File: src/rtl/psrag_pkg.sv
// Shared types, widths, codes and defaults for the padded slice read address generator.
`default_nettype none
package psrag_pkg;

  localparam int MAX_DIMS_DEF       = 8;
  localparam int ALIGN_BYTES_DEF    = 64;
  localparam int UNALIGNED_MODE_DEF = 0;

  localparam int ROW_W   = 32;
  localparam int CNT_W   = 24;
  localparam int BSIZE_W = 16;
  localparam int DSTR_W  = 20;
  localparam int DCNT_W  = 4;
  localparam int SEL_W   = 3;
  localparam int OP_W    = 2;
  localparam int MIS_W   = 6;
  localparam int REG_W   = 32;
  localparam int REGI_W  = 3;

  typedef logic [OP_W-1:0] op_t;
  localparam op_t OP_LOAD    = 2'd0;
  localparam op_t OP_RESTART = 2'd1;
  localparam op_t OP_ISSUE   = 2'd2;

  typedef logic [REGI_W-1:0] reg_idx_t;
  localparam reg_idx_t REG_START_ROW     = 3'd0;
  localparam reg_idx_t REG_DIM_COUNT     = 3'd1;
  localparam reg_idx_t REG_TOTAL_ROWS    = 3'd2;
  localparam reg_idx_t REG_BATCH_LIMIT   = 3'd3;
  localparam reg_idx_t REG_BATCH_SIZE    = 3'd4;
  localparam reg_idx_t REG_DEST_STRIDE   = 3'd5;
  localparam reg_idx_t REG_SOURCE_OFFSET = 3'd6;
  localparam reg_idx_t REG_ROW_BYTES     = 3'd7;

  typedef struct packed {
    logic             en;
    logic [SEL_W-1:0] sel;
    logic [CNT_W-1:0] limit;
    logic [CNT_W-1:0] skip;
    logic [CNT_W-1:0] start;
  } dim_load_t;

  typedef struct packed {
    logic             en;
    logic [CNT_W-1:0] val;
  } pos_wr_t;

endpackage
`default_nettype wire

File: src/rtl/psrag_ifs.sv
// Request and response channel interfaces.
`default_nettype none
interface psrag_req_if;
  logic                           valid;
  logic                           ready;
  psrag_pkg::op_t                 op;
  logic [psrag_pkg::SEL_W-1:0]    dim_select;
  logic [psrag_pkg::CNT_W-1:0]    unpadded_count;
  logic [psrag_pkg::CNT_W-1:0]    padding_skip;
  logic [psrag_pkg::CNT_W-1:0]    start_index;
  modport source (output valid, op, dim_select, unpadded_count, padding_skip, start_index,
                  input ready);
  modport sink (input valid, op, dim_select, unpadded_count, padding_skip, start_index,
                output ready);
endinterface

interface psrag_rsp_if;
  logic                           valid;
  logic                           ready;
  logic [psrag_pkg::ROW_W-1:0]    row_id;
  logic [psrag_pkg::ROW_W-1:0]    aligned_offset;
  logic [psrag_pkg::MIS_W-1:0]    misalign;
  logic [psrag_pkg::ROW_W-1:0]    dest_offset;
  logic [psrag_pkg::BSIZE_W-1:0]  read_len;
  logic                           batch_end;
  logic                           finished;
  modport source (output valid, row_id, aligned_offset, misalign, dest_offset, read_len,
                  batch_end, finished, input ready);
  modport sink (input valid, row_id, aligned_offset, misalign, dest_offset, read_len,
                batch_end, finished, output ready);
endinterface
`default_nettype wire

File: src/rtl/psrag_dim_table.sv
// Per-dimension limit, skip, start and position storage.
`default_nettype none
module psrag_dim_table #(
  parameter int MAX_DIMS = psrag_pkg::MAX_DIMS_DEF,
  localparam int DW = (MAX_DIMS > 1) ? $clog2(MAX_DIMS) : 1
) (
  input  wire logic                        clk,
  input  wire logic                        rst,
  input  wire psrag_pkg::dim_load_t        load,
  input  wire logic                        restart,
  input  wire psrag_pkg::pos_wr_t          pos_wr,
  input  wire logic [DW-1:0]               idx,
  output logic [psrag_pkg::CNT_W-1:0]      rd_limit,
  output logic [psrag_pkg::CNT_W-1:0]      rd_skip,
  output logic [psrag_pkg::CNT_W-1:0]      rd_pos
);

  logic [psrag_pkg::CNT_W-1:0] limit [MAX_DIMS];
  logic [psrag_pkg::CNT_W-1:0] skip  [MAX_DIMS];
  logic [psrag_pkg::CNT_W-1:0] start [MAX_DIMS];
  logic [psrag_pkg::CNT_W-1:0] pos   [MAX_DIMS];

  logic load_ok;
  assign load_ok = load.en && (32'(load.sel) < MAX_DIMS);

  always_ff @(posedge clk) begin
    if (rst) begin
      for (int d = 0; d < MAX_DIMS; d++) begin
        limit[d] <= '0;
        skip[d]  <= '0;
        start[d] <= '0;
        pos[d]   <= '0;
      end
    end else begin
      if (load_ok) begin
        limit[DW'(load.sel)] <= load.limit;
        skip[DW'(load.sel)]  <= load.skip;
        start[DW'(load.sel)] <= load.start;
      end
      if (restart) begin
        for (int d = 0; d < MAX_DIMS; d++) begin
          pos[d] <= start[d];
        end
      end else if (pos_wr.en) begin
        pos[idx] <= pos_wr.val;
      end
    end
  end

  assign rd_limit = limit[idx];
  assign rd_skip  = skip[idx];
  assign rd_pos   = pos[idx];

endmodule
`default_nettype wire

File: src/rtl/psrag_carry_unit.sv
// Shared row adder and position increment/compare used by the carry sequencer.
`default_nettype none
module psrag_carry_unit (
  input  wire logic [psrag_pkg::ROW_W-1:0] row,
  input  wire logic [psrag_pkg::ROW_W-1:0] addend,
  input  wire logic [psrag_pkg::CNT_W-1:0] pos,
  input  wire logic [psrag_pkg::CNT_W-1:0] limit,
  output logic [psrag_pkg::ROW_W-1:0]      sum,
  output logic [psrag_pkg::CNT_W-1:0]      pos_inc,
  output logic                             wrap
);

  assign sum     = row + addend;
  assign pos_inc = pos + psrag_pkg::CNT_W'(1);
  assign wrap    = (pos_inc == limit);

endmodule
`default_nettype wire

File: src/rtl/psrag_mod_unit.sv
// Remainder of the source offset by the alignment size, by reciprocal multiplication.
`default_nettype none
module psrag_mod_unit #(
  parameter int ALIGN_BYTES = psrag_pkg::ALIGN_BYTES_DEF,
  localparam int RW = (ALIGN_BYTES > 1) ? $clog2(ALIGN_BYTES) : 1
) (
  input  wire logic                         clk,
  input  wire logic                         rst,
  input  wire logic                         start,
  input  wire logic [psrag_pkg::ROW_W-1:0]  value,
  output logic                              busy,
  output logic [RW-1:0]                     rem
);

  localparam int ROW_W = psrag_pkg::ROW_W;
  localparam logic [2*ROW_W-1:0] RECIP_FULL = (64'd1 << ROW_W) / 64'(ALIGN_BYTES);
  localparam logic [ROW_W-1:0]   RECIP      = RECIP_FULL[ROW_W-1:0];
  localparam logic [RW:0]        DIV        = (RW+1)'(ALIGN_BYTES);

  typedef enum logic [2:0] {
    PH_MUL  = 3'b001,
    PH_FOLD = 3'b010,
    PH_FIX  = 3'b100
  } phase_t;

  phase_t             phase;
  logic [ROW_W-1:0]   value_q;
  logic [2*ROW_W-1:0] prod;
  logic [RW:0]        quot_low;
  logic [RW:0]        qa_low;
  logic [RW:0]        partial;

  assign quot_low = prod[ROW_W +: RW+1];
  assign qa_low   = quot_low * DIV;

  always_ff @(posedge clk) begin
    if (rst) begin
      busy  <= 1'b0;
      phase <= PH_MUL;
      rem   <= '0;
    end else if (start) begin
      busy    <= 1'b1;
      phase   <= PH_MUL;
      value_q <= value;
    end else if (busy) begin
      unique case (phase)
        PH_MUL: begin
          prod  <= 64'(value_q) * 64'(RECIP);
          phase <= PH_FOLD;
        end
        PH_FOLD: begin
          partial <= value_q[RW:0] - qa_low;
          phase   <= PH_FIX;
        end
        PH_FIX: begin
          if (ALIGN_BYTES == 1) begin
            rem <= '0;
          end else if (partial >= DIV) begin
            rem <= RW'(partial - DIV);
          end else begin
            rem <= RW'(partial);
          end
          busy  <= 1'b0;
          phase <= PH_MUL;
        end
        default: phase <= PH_MUL;
      endcase
    end
  end

endmodule
`default_nettype wire

File: src/rtl/padded_slice_read_address_generator.sv
// Top level: read request generator for a multi-dimensional padded slice.
//
// Channels: req carries commands (load a dimension entry, restart counters,
// issue one request); rsp carries one beat per issue command. cfg_we, cfg_index
// and cfg_data write the configuration registers; the user is to do so only
// while idle, as the block does not enforce it. An issue that produces a
// request walks the k dimensions the carry visits (1 to dim_count capped at
// MAX_DIMS, 0 when dim_count is zero); load, restart and a finished issue walk
// none. One shared row adder walks the dimensions one per cycle; req is not
// ready during the walk. The rsp beat is valid the cycle after the issue beat
// is taken. In the unaligned build a write of source_offset starts a remainder
// by reciprocal multiplication; req stays not ready until it completes. Reset
// clears all counters, tables and configuration registers to their reset values.
// rsp is held in an output register; a stalled receiver holds that beat, and
// req takes a new beat only when the register is free or being drained.
`default_nettype none
module padded_slice_read_address_generator #(
  parameter int MAX_DIMS       = psrag_pkg::MAX_DIMS_DEF,
  parameter int ALIGN_BYTES    = psrag_pkg::ALIGN_BYTES_DEF,
  parameter int UNALIGNED_MODE = psrag_pkg::UNALIGNED_MODE_DEF
) (
  input  wire logic                           clk,
  input  wire logic                           rst,
  psrag_req_if.sink                           req,
  psrag_rsp_if.source                         rsp,
  input  wire logic                           cfg_we,
  input  wire psrag_pkg::reg_idx_t            cfg_index,
  input  wire logic [psrag_pkg::REG_W-1:0]    cfg_data
);

  localparam int DW = (MAX_DIMS > 1) ? $clog2(MAX_DIMS) : 1;
  localparam int CW = $clog2(MAX_DIMS + 1);
  localparam int RW = (ALIGN_BYTES > 1) ? $clog2(ALIGN_BYTES) : 1;
  localparam int ROW_W = psrag_pkg::ROW_W;
  localparam int CNT_W = psrag_pkg::CNT_W;
  localparam int BSIZE_W = psrag_pkg::BSIZE_W;

  typedef enum logic [1:0] {
    ST_IDLE = 2'b01,
    ST_WALK = 2'b10
  } state_t;

  state_t state;

  logic [ROW_W-1:0]   start_row;
  logic [psrag_pkg::DCNT_W-1:0] dim_count;
  logic [CNT_W-1:0]   total_rows;
  logic [CNT_W-1:0]   batch_limit;
  logic [BSIZE_W-1:0] batch_size;
  logic [psrag_pkg::DSTR_W-1:0] dest_stride;
  logic [ROW_W-1:0]   source_offset;
  logic [BSIZE_W-1:0] row_bytes;

  logic [ROW_W-1:0]   next_row;
  logic [CNT_W-1:0]   rows_done;
  logic [BSIZE_W-1:0] batch_position;
  logic [CNT_W-1:0]   batches_done;
  logic [ROW_W-1:0]   dest_accumulator;
  logic [CW-1:0]      walk_idx;

  logic                 mod_busy;
  logic [RW-1:0]        mod_rem;
  logic [RW-1:0]        mis_full;
  logic [CNT_W-1:0]     rd_limit;
  logic [CNT_W-1:0]     rd_skip;
  logic [CNT_W-1:0]     rd_pos;
  logic [ROW_W-1:0]     addend;
  logic [ROW_W-1:0]     sum;
  logic [CNT_W-1:0]     pos_inc;
  logic                 wrap;
  psrag_pkg::dim_load_t load;
  psrag_pkg::pos_wr_t   pos_wr;

  logic          accept;
  logic          is_load;
  logic          is_restart;
  logic          is_issue;
  logic          done_now;
  logic          ends;
  logic [4:0]    dc5;
  logic [4:0]    used5;
  logic [CW-1:0] used;
  logic [CW-1:0] walk_idx_inc;

  assign req.ready  = (state == ST_IDLE) && !mod_busy && (!rsp.valid || rsp.ready);
  assign accept     = req.valid && req.ready;
  assign is_load    = accept && (req.op == psrag_pkg::OP_LOAD);
  assign is_restart = accept && (req.op == psrag_pkg::OP_RESTART);
  assign is_issue   = accept && (req.op == psrag_pkg::OP_ISSUE);

  assign done_now = (rows_done >= total_rows) || (batches_done >= batch_limit) ||
                    (batch_size == '0);
  assign ends = (({1'b0, batch_position} + 17'd1) >= {1'b0, batch_size}) ||
                (({1'b0, rows_done} + 25'd1) >= {1'b0, total_rows});

  assign dc5   = {1'b0, dim_count};
  assign used5 = (dc5 > 5'(MAX_DIMS)) ? 5'(MAX_DIMS) : dc5;
  assign used  = CW'(used5);
  assign walk_idx_inc = walk_idx + CW'(1);

  assign mis_full = (UNALIGNED_MODE != 0) ? mod_rem : '0;

  assign load.en    = is_load;
  assign load.sel   = req.dim_select;
  assign load.limit = req.unpadded_count;
  assign load.skip  = req.padding_skip;
  assign load.start = req.start_index;

  assign pos_wr.en  = (state == ST_WALK);
  assign pos_wr.val = wrap ? '0 : pos_inc;

  assign addend = (state == ST_WALK) ? ROW_W'(rd_skip) : ROW_W'(1);

  psrag_dim_table #(.MAX_DIMS(MAX_DIMS)) u_table (
    .clk      (clk),
    .rst      (rst),
    .load     (load),
    .restart  (is_restart),
    .pos_wr   (pos_wr),
    .idx      (walk_idx[DW-1:0]),
    .rd_limit (rd_limit),
    .rd_skip  (rd_skip),
    .rd_pos   (rd_pos)
  );

  psrag_carry_unit u_carry (
    .row     (next_row),
    .addend  (addend),
    .pos     (rd_pos),
    .limit   (rd_limit),
    .sum     (sum),
    .pos_inc (pos_inc),
    .wrap    (wrap)
  );

  psrag_mod_unit #(.ALIGN_BYTES(ALIGN_BYTES)) u_mod (
    .clk   (clk),
    .rst   (rst),
    .start (cfg_we && (cfg_index == psrag_pkg::REG_SOURCE_OFFSET) && (UNALIGNED_MODE != 0)),
    .value (cfg_data),
    .busy  (mod_busy),
    .rem   (mod_rem)
  );

  always_ff @(posedge clk) begin
    if (rst) begin
      start_row     <= '0;
      dim_count     <= psrag_pkg::DCNT_W'(1);
      total_rows    <= '0;
      batch_limit   <= '0;
      batch_size    <= BSIZE_W'(1);
      dest_stride   <= '0;
      source_offset <= '0;
      row_bytes     <= '0;
    end else if (cfg_we) begin
      unique case (cfg_index)
        psrag_pkg::REG_START_ROW:     start_row     <= cfg_data;
        psrag_pkg::REG_DIM_COUNT:     dim_count     <= cfg_data[psrag_pkg::DCNT_W-1:0];
        psrag_pkg::REG_TOTAL_ROWS:    total_rows    <= cfg_data[CNT_W-1:0];
        psrag_pkg::REG_BATCH_LIMIT:   batch_limit   <= cfg_data[CNT_W-1:0];
        psrag_pkg::REG_BATCH_SIZE:    batch_size    <= cfg_data[BSIZE_W-1:0];
        psrag_pkg::REG_DEST_STRIDE:   dest_stride   <= cfg_data[psrag_pkg::DSTR_W-1:0];
        psrag_pkg::REG_SOURCE_OFFSET: source_offset <= cfg_data;
        psrag_pkg::REG_ROW_BYTES:     row_bytes     <= cfg_data[BSIZE_W-1:0];
        default: ;
      endcase
    end
  end

  always_ff @(posedge clk) begin
    if (rst) begin
      state            <= ST_IDLE;
      next_row         <= '0;
      rows_done        <= '0;
      batch_position   <= '0;
      batches_done     <= '0;
      dest_accumulator <= '0;
      walk_idx         <= '0;
    end else begin
      unique case (state)
        ST_IDLE: begin
          if (is_restart) begin
            next_row         <= start_row;
            rows_done        <= '0;
            batch_position   <= '0;
            batches_done     <= '0;
            dest_accumulator <= '0;
          end else if (is_issue && !done_now) begin
            next_row  <= sum;
            rows_done <= rows_done + CNT_W'(1);
            if (ends) begin
              batch_position   <= '0;
              dest_accumulator <= '0;
              batches_done     <= batches_done + CNT_W'(1);
            end else begin
              batch_position   <= batch_position + BSIZE_W'(1);
              dest_accumulator <= dest_accumulator + ROW_W'(dest_stride);
            end
            walk_idx <= '0;
            if (used != '0) begin
              state <= ST_WALK;
            end
          end
        end
        ST_WALK: begin
          if (wrap) begin
            next_row <= sum;
            walk_idx <= walk_idx_inc;
            if (walk_idx_inc == used) begin
              state <= ST_IDLE;
            end
          end else begin
            state <= ST_IDLE;
          end
        end
        default: state <= ST_IDLE;
      endcase
    end
  end

  always_ff @(posedge clk) begin
    if (rst) begin
      rsp.valid <= 1'b0;
    end else if (is_issue) begin
      rsp.valid <= 1'b1;
    end else if (rsp.ready) begin
      rsp.valid <= 1'b0;
    end
  end

  always_ff @(posedge clk) begin
    if (is_issue) begin
      if (done_now) begin
        rsp.row_id         <= '0;
        rsp.aligned_offset <= '0;
        rsp.misalign       <= '0;
        rsp.dest_offset    <= '0;
        rsp.read_len       <= '0;
        rsp.batch_end      <= 1'b0;
        rsp.finished       <= 1'b1;
      end else begin
        rsp.row_id         <= next_row;
        rsp.aligned_offset <= source_offset - ROW_W'(mis_full);
        rsp.misalign       <= psrag_pkg::MIS_W'(mis_full);
        rsp.dest_offset    <= dest_accumulator;
        rsp.read_len       <= row_bytes;
        rsp.batch_end      <= ends;
        rsp.finished       <= 1'b0;
      end
    end
  end

endmodule
`default_nettype wire

File: src/flat_wrapper.sv
// flat-port wrapper written by rule: the top's interface ports become plain ports
module padded_slice_read_address_generator_flat 
#(
  parameter int MAX_DIMS       = psrag_pkg::MAX_DIMS_DEF,
  parameter int ALIGN_BYTES    = psrag_pkg::ALIGN_BYTES_DEF,
  parameter int UNALIGNED_MODE = psrag_pkg::UNALIGNED_MODE_DEF
)
  (clk, rst, cfg_we, cfg_index, cfg_data, req_valid, req_op, req_dim_select, req_unpadded_count, req_padding_skip, req_start_index, req_ready, rsp_valid, rsp_row_id, rsp_aligned_offset, rsp_misalign, rsp_dest_offset, rsp_read_len, rsp_batch_end, rsp_finished, rsp_ready);
  psrag_req_if req_i ();
  psrag_rsp_if rsp_i ();
  input  wire logic clk;
  input  wire logic rst;
  input  wire logic cfg_we;
  input  wire psrag_pkg::reg_idx_t cfg_index;
  input  wire logic [psrag_pkg::REG_W-1:0] cfg_data;
  input wire logic [$bits(req_i.valid)-1:0] req_valid;
  input wire logic [$bits(req_i.op)-1:0] req_op;
  input wire logic [$bits(req_i.dim_select)-1:0] req_dim_select;
  input wire logic [$bits(req_i.unpadded_count)-1:0] req_unpadded_count;
  input wire logic [$bits(req_i.padding_skip)-1:0] req_padding_skip;
  input wire logic [$bits(req_i.start_index)-1:0] req_start_index;
  output wire logic [$bits(req_i.ready)-1:0] req_ready;
  output wire logic [$bits(rsp_i.valid)-1:0] rsp_valid;
  output wire logic [$bits(rsp_i.row_id)-1:0] rsp_row_id;
  output wire logic [$bits(rsp_i.aligned_offset)-1:0] rsp_aligned_offset;
  output wire logic [$bits(rsp_i.misalign)-1:0] rsp_misalign;
  output wire logic [$bits(rsp_i.dest_offset)-1:0] rsp_dest_offset;
  output wire logic [$bits(rsp_i.read_len)-1:0] rsp_read_len;
  output wire logic [$bits(rsp_i.batch_end)-1:0] rsp_batch_end;
  output wire logic [$bits(rsp_i.finished)-1:0] rsp_finished;
  input wire logic [$bits(rsp_i.ready)-1:0] rsp_ready;
  assign req_i.valid = req_valid;
  assign req_i.op = req_op;
  assign req_i.dim_select = req_dim_select;
  assign req_i.unpadded_count = req_unpadded_count;
  assign req_i.padding_skip = req_padding_skip;
  assign req_i.start_index = req_start_index;
  assign req_ready = req_i.ready;
  assign rsp_valid = rsp_i.valid;
  assign rsp_row_id = rsp_i.row_id;
  assign rsp_aligned_offset = rsp_i.aligned_offset;
  assign rsp_misalign = rsp_i.misalign;
  assign rsp_dest_offset = rsp_i.dest_offset;
  assign rsp_read_len = rsp_i.read_len;
  assign rsp_batch_end = rsp_i.batch_end;
  assign rsp_finished = rsp_i.finished;
  assign rsp_i.ready = rsp_ready;
  padded_slice_read_address_generator #(.MAX_DIMS(MAX_DIMS), .ALIGN_BYTES(ALIGN_BYTES), .UNALIGNED_MODE(UNALIGNED_MODE)) u_core (.clk(clk), .rst(rst), .req(req_i), .rsp(rsp_i), .cfg_we(cfg_we), .cfg_index(cfg_index), .cfg_data(cfg_data));
endmodule
File: config.mk
export PLATFORM = sky130hd
export DESIGN_NAME = padded_slice_read_address_generator_flat
export DESIGN_NICKNAME = d
export VERILOG_FILES = /design/src/rtl/psrag_pkg.sv /design/src/rtl/psrag_ifs.sv /design/src/rtl/psrag_dim_table.sv /design/src/rtl/psrag_carry_unit.sv /design/src/rtl/psrag_mod_unit.sv /design/src/rtl/padded_slice_read_address_generator.sv /design/src/flat_wrapper.sv
export SDC_FILE = /design/constraint.sdc
export NUM_CORES = 2
export LEC_CHECK = 0
export BUFFER_PORTS_ARGS = -buffer_cell sky130_fd_sc_hd__buf_2
export CAP_MARGIN = 15
export CELL_PAD_IN_SITES_DETAIL_PLACEMENT = 0
export CELL_PAD_IN_SITES_GLOBAL_PLACEMENT = 1
export CORE_MARGIN = 8
export CORE_UTILIZATION = 40
export DETAILED_ROUTE_END_ITERATION = 10
export GPL_TIMING_DRIVEN = 0
export PLACE_DENSITY_LB_ADDON = 0.1
export SLEW_MARGIN = 5
export SYNTH_ARGS = -nofsm -noshare
export SYNTH_HDL_FRONTEND = slang
export SYNTH_SLANG_ARGS = --single-unit
File: constraint.sdc
create_clock -name clk -period 32.5 [get_ports clk]
set_input_delay 3.25 -clock clk [delete_from_list [all_inputs] [get_ports clk]]
set_output_delay 3.25 -clock clk [all_outputs]
set_load 0.05 [all_outputs]
==> results.md <==
- The run finished with clean final reports.
- The via density per instance is 5.42.
- The H-tree generated during clock tree synthesis spans 4 levels.
- The clock tree skew after final layout is 0.0313 ns.
- The relative max-transition margin is 0.150.
- The number of antenna violations at the first check in global routing is 31.
- In this run the critical register-to-register path is captured at u_core.next_row[30].
- The post-CTS resize count is 0.
- The depth of the worst hold-timing path is 2.
- The count of input and output buffers is 225.
- The count of cells along the worst register-to-register path is 27.
- The first-iteration detailed-routing DRC count is 3,135.
- Hold timing on the final database bottoms out at a slack of 0.450 ns.
- The class of the tightest hold or removal check is flop to flop.
- The top-area cell type share of the netlist area is 0.474.
- The fraction of final layout cells with drive strength greater than 1 is 0.139.
- In this run, distinct cell masters in the synthesized netlist total 88.
- The remaining global-route overflow is 0.
- The post-route minimum period is 9.34 ns.
- The share of async-settable or async-resettable flops after synthesis is 0.
- After clock tree synthesis, the clock-pin slew on the worst setup and hold paths is 0.06 ns.
- The pre-antenna-repair detailed-routing pass consisted of 5 iterations.
- The final core utilization is 0.467.
- During synthesis, Yosys emitted a total of 0 warnings.
- The number of max-cap violations is 0.
- The clock net sink count is 1,192.
- The congestion estimate from routability-driven global placement came to 0.887.
- The power density normalized to cell area is 53.8 nW/µm².
- Synthesis inferred 1,192 register bits.
- The critical path class is flop to flop.
- Leaving out fill and tap cells, the most frequent cells in the layout are sky130_fd_sc_hd__edfxtp_1 (882), sky130_fd_sc_hd__and2_1 (701), sky130_fd_sc_hd__nand2_1 (570).
- The dominant register cell in the synthesized netlist is sky130_fd_sc_hd__edfxtp_1.
- The global-route wire length before repair is 267,000 µm.
- In this run the register-to-register setup slack is 23.16 ns.
- The clock network power share is 0.443.
- The tree is rooted in a sky130_fd_sc_hd__clkbuf_16.
- Based on the critical path, the design can be clocked at up to 107 MHz.
- The arrival time at the worst endpoint is 9.95 ns.
- The worst setup path is launched from a flop.
- Synthesis handed over a netlist of 4,657 instances.
- The share of total power dissipated in combinational logic is 0.069.
- Entering global routing, the biggest net connects 42 pins.
- The global-route usage over all layers is 0.239.
- The critical path endpoint category is a flop.
- Of the synthesized area, sequential elements account for 0.586.
- The count of final hold-check violations is 0.
- The share of total power dissipated in sequential elements is 0.489.
- After synthesis, the cell types taking the most area are sky130_fd_sc_hd__edfxtp_1 (47%), sky130_fd_sc_hd__dfxtp_1 (11%), sky130_fd_sc_hd__and2_1 (7.9%), sky130_fd_sc_hd__mux4_2 (5.8%), sky130_fd_sc_hd__nand2_1 (3.9%).
- Buffers inserted during clock tree synthesis total 139.
- The internal power is 2670 µW.
- Summing every instance area after synthesis gives 55,800 µm².
- Setup repair after global routing left no endpoint under its margin.
- The die outline area is 152,000 µm².
- The row count is 137.
- In the finished design, the share of the clock period the worst path needs comes to 0.287.
- The layout-stage area growth over the synthesis result is 16.3%.
- For this run, the post-layout net count is 5,339.
- The total of endpoints with negative setup slack in the final report is 0.
- After detailed routing, the total wire length is 185,000 µm.
- The number of pins exceeding their max-slew limit in the final report was 0.
- The floorplan step set the die height to 390 µm.
- The initial utilization of the core area, before any placement, comes to 0.402.
- For the pin with the worst max-slew slack, the measured transition is 1.27 ns.
- In the final routed layout, each cell accounts on average for 26.2 µm.
- Along the worst path, the maximum fanout reaches 10.
- In this run the most critical hold path is launched from u_core.source_offset[12].
- The buffer depth of the longest clock path is 3.
- The library cell used most frequently in the layout, excluding fill and tap cells, is sky130_fd_sc_hd__edfxtp_1.
- The floorplan step set the die width to 390 µm.
- Each instance of the synthesized netlist takes up on average 12.0 µm².
- The number of enable-type register cells in the synthesized netlist is 882.
- The number of global-route vias before repair is 38,070.
- Detailed placement ended at an HPWL of 133,000 µm.
- Once detail routing completed, the nets flagged for antenna violations numbered 0.
- The cell type with the highest aggregate area in the netlist is sky130_fd_sc_hd__edfxtp_1.
- Of the total power, the share spent switching nets is 0.235.
- The number of setup buffers added after CTS is 0.
- The hold-critical path endpoint is u_core.source_offset[12].
- Clock latency on the worst-skew pair, taken at its later pin, is 0.78 ns.
- For this design the top-level I/O count stands at 239.
- The worst-case IR drop observed on VDD is 0.0383 mV.
- The leakage component of the power is 0.0238 µW.
- The floorplan step defined a core boundary enclosing 139,000 µm².
- The final route contains 38,346 vias.
- The count of hold-fix buffers inserted at cts is 0.
- Data on the critical path is required at its endpoint by 33.11 ns.
- The accumulated negative setup slack is 0 ns.
- The switching power total is 822 µW.
- The TritonCTS clock tree is built.
- Total power for the finished layout comes to 3490 µW.
- The number of design rule violations left after detail routing is 0.
## area by class of cell
| class | instances | area (µm²) |
|---|---|---|
| clock inverters | 47 | 498 |
| well taps | 1876 | 2350 |
| inverters | 99 | 372 |
| diodes | 8 | 20.0 |
| flip-flops and latches | 1192 | 32700 |
| repair buffers | 278 | 2100 |
| fillers | 12773 | 74100 |
| plain buffers | 287 | 1270 |
| multi-input cells | 3084 | 21700 |
| clock buffers | 200 | 3960 |
## registers in the layout (all words and copies together) (netlist names), 32 cells and up, named ones only
signal,count
u_core.dest_accumulator,32
u_core.rsp.row_id,32
u_core.u_table.skip,192
u_core.start_row,32
u_core.next_row,32
u_core.u_table.start,192
u_core.u_table.limit,192
u_core.source_offset,32
u_core.rsp.dest_offset,32
u_core.rsp.aligned_offset,32
u_core.u_table.pos,192
## metrics by stage
step / setup WS, ns / instance area, µm² / cells
finish: 23.16 / 64900 / 7071
floorplan: 16.53 / 55800 / 4662
detailed placement: 23.20 / 60400 / 6816
global placement: 8.55 / 59300 / 6763
global route: 22.57 / 64900 / 7063
CTS: 23.14 / 64900 / 7063
## synthesized netlist by cell type (all sizes together), types with 94 or more instances
library cell / instances
xnor2: 94
dfxtp: 310
o21ai: 183
clkbuf: 226
ha: 139
edfxtp: 882
inv: 98
nand2: 574
and2: 703
a21oi: 270
nor2: 147
nand3: 118
mux4: 146
## power groups by stage
stage	clock [µW]	sequential [µW]	combinational (µW)
after floorplan	0	1750	114
after global placement	0	1750	225
after detailed placement	0	1740	242
after CTS	1570	1710	243
after global routing	1630	1710	257
final	1550	1710	240
## how the worst max path moves through the flow
stage	end	slack, ns	depth (start not counted)
after floorplan	u_core.batch_position[5]	16.53	8
after global placement	u_core.batch_position[8]	8.55	9
after detailed placement	u_core.next_row[28]	23.20	27
after CTS	u_core.next_row[30]	23.14	27
after global routing	u_core.next_row[28]	22.57	27
final	u_core.next_row[30]	23.16	27
## cells by family (layout without fill, tap and decap cells)
kind of cell	after synthesis	count (layout)	share of synthesized area
and+or+nand+nor	1780	1780	0.166
DFF	1192	1192	0.586
AOI/OAI and AO/OA	782	782	0.0896
buffers and inverters	386	911	0.0295
muxes	236	236	0.0756
adders and majority gates	141	141	0.0319
xor gates and xnor gates	139	139	0.0218
other	1	14	0.0000672
## layer usage
metal / track usage / up-vias / wire, µm
li1: - / 17742 / -
met2: 0.398 / 1227 / 88100
met4: 0.0658 / 12 / 4820
met1: 0.324 / 19070 / 81100
met5: 0 / - / 84
met3: 0.0377 / 295 / 11200
## critical path, stage by stage (launching register included)
cell,delay [ns]
sky130_fd_sc_hd__dfxtp_1,0.45
sky130_fd_sc_hd__buf_4,0.23
sky130_fd_sc_hd__buf_6,0.26
sky130_fd_sc_hd__buf_6,0.24
sky130_fd_sc_hd__buf_6,0.23
sky130_fd_sc_hd__buf_2,0.37
sky130_fd_sc_hd__buf_4,0.38
sky130_fd_sc_hd__buf_2,0.41
sky130_fd_sc_hd__buf_1,0.91
sky130_fd_sc_hd__clkbuf_1,0.57
sky130_fd_sc_hd__clkbuf_1,0.64
sky130_fd_sc_hd__mux4_2,0.40
sky130_fd_sc_hd__mux2i_1,0.25
sky130_fd_sc_hd__nand2_1,0.12
sky130_fd_sc_hd__ha_1,0.23
sky130_fd_sc_hd__inv_1,0.07
sky130_fd_sc_hd__fa_1,0.22
sky130_fd_sc_hd__nor2b_1,0.06
sky130_fd_sc_hd__o21ai_0,0.23
sky130_fd_sc_hd__a21boi_0,0.20
sky130_fd_sc_hd__o31ai_1,0.58
sky130_fd_sc_hd__o211ai_1,0.26
sky130_fd_sc_hd__nand4_1,0.24
sky130_fd_sc_hd__a31oi_1,0.12
sky130_fd_sc_hd__a211oi_1,0.93
sky130_fd_sc_hd__o21ai_0,0.23
sky130_fd_sc_hd__a31oi_1,0.22
sky130_fd_sc_hd__a211oi_1,0.07
Note: power is estimated with default switching activity, not from simulation.
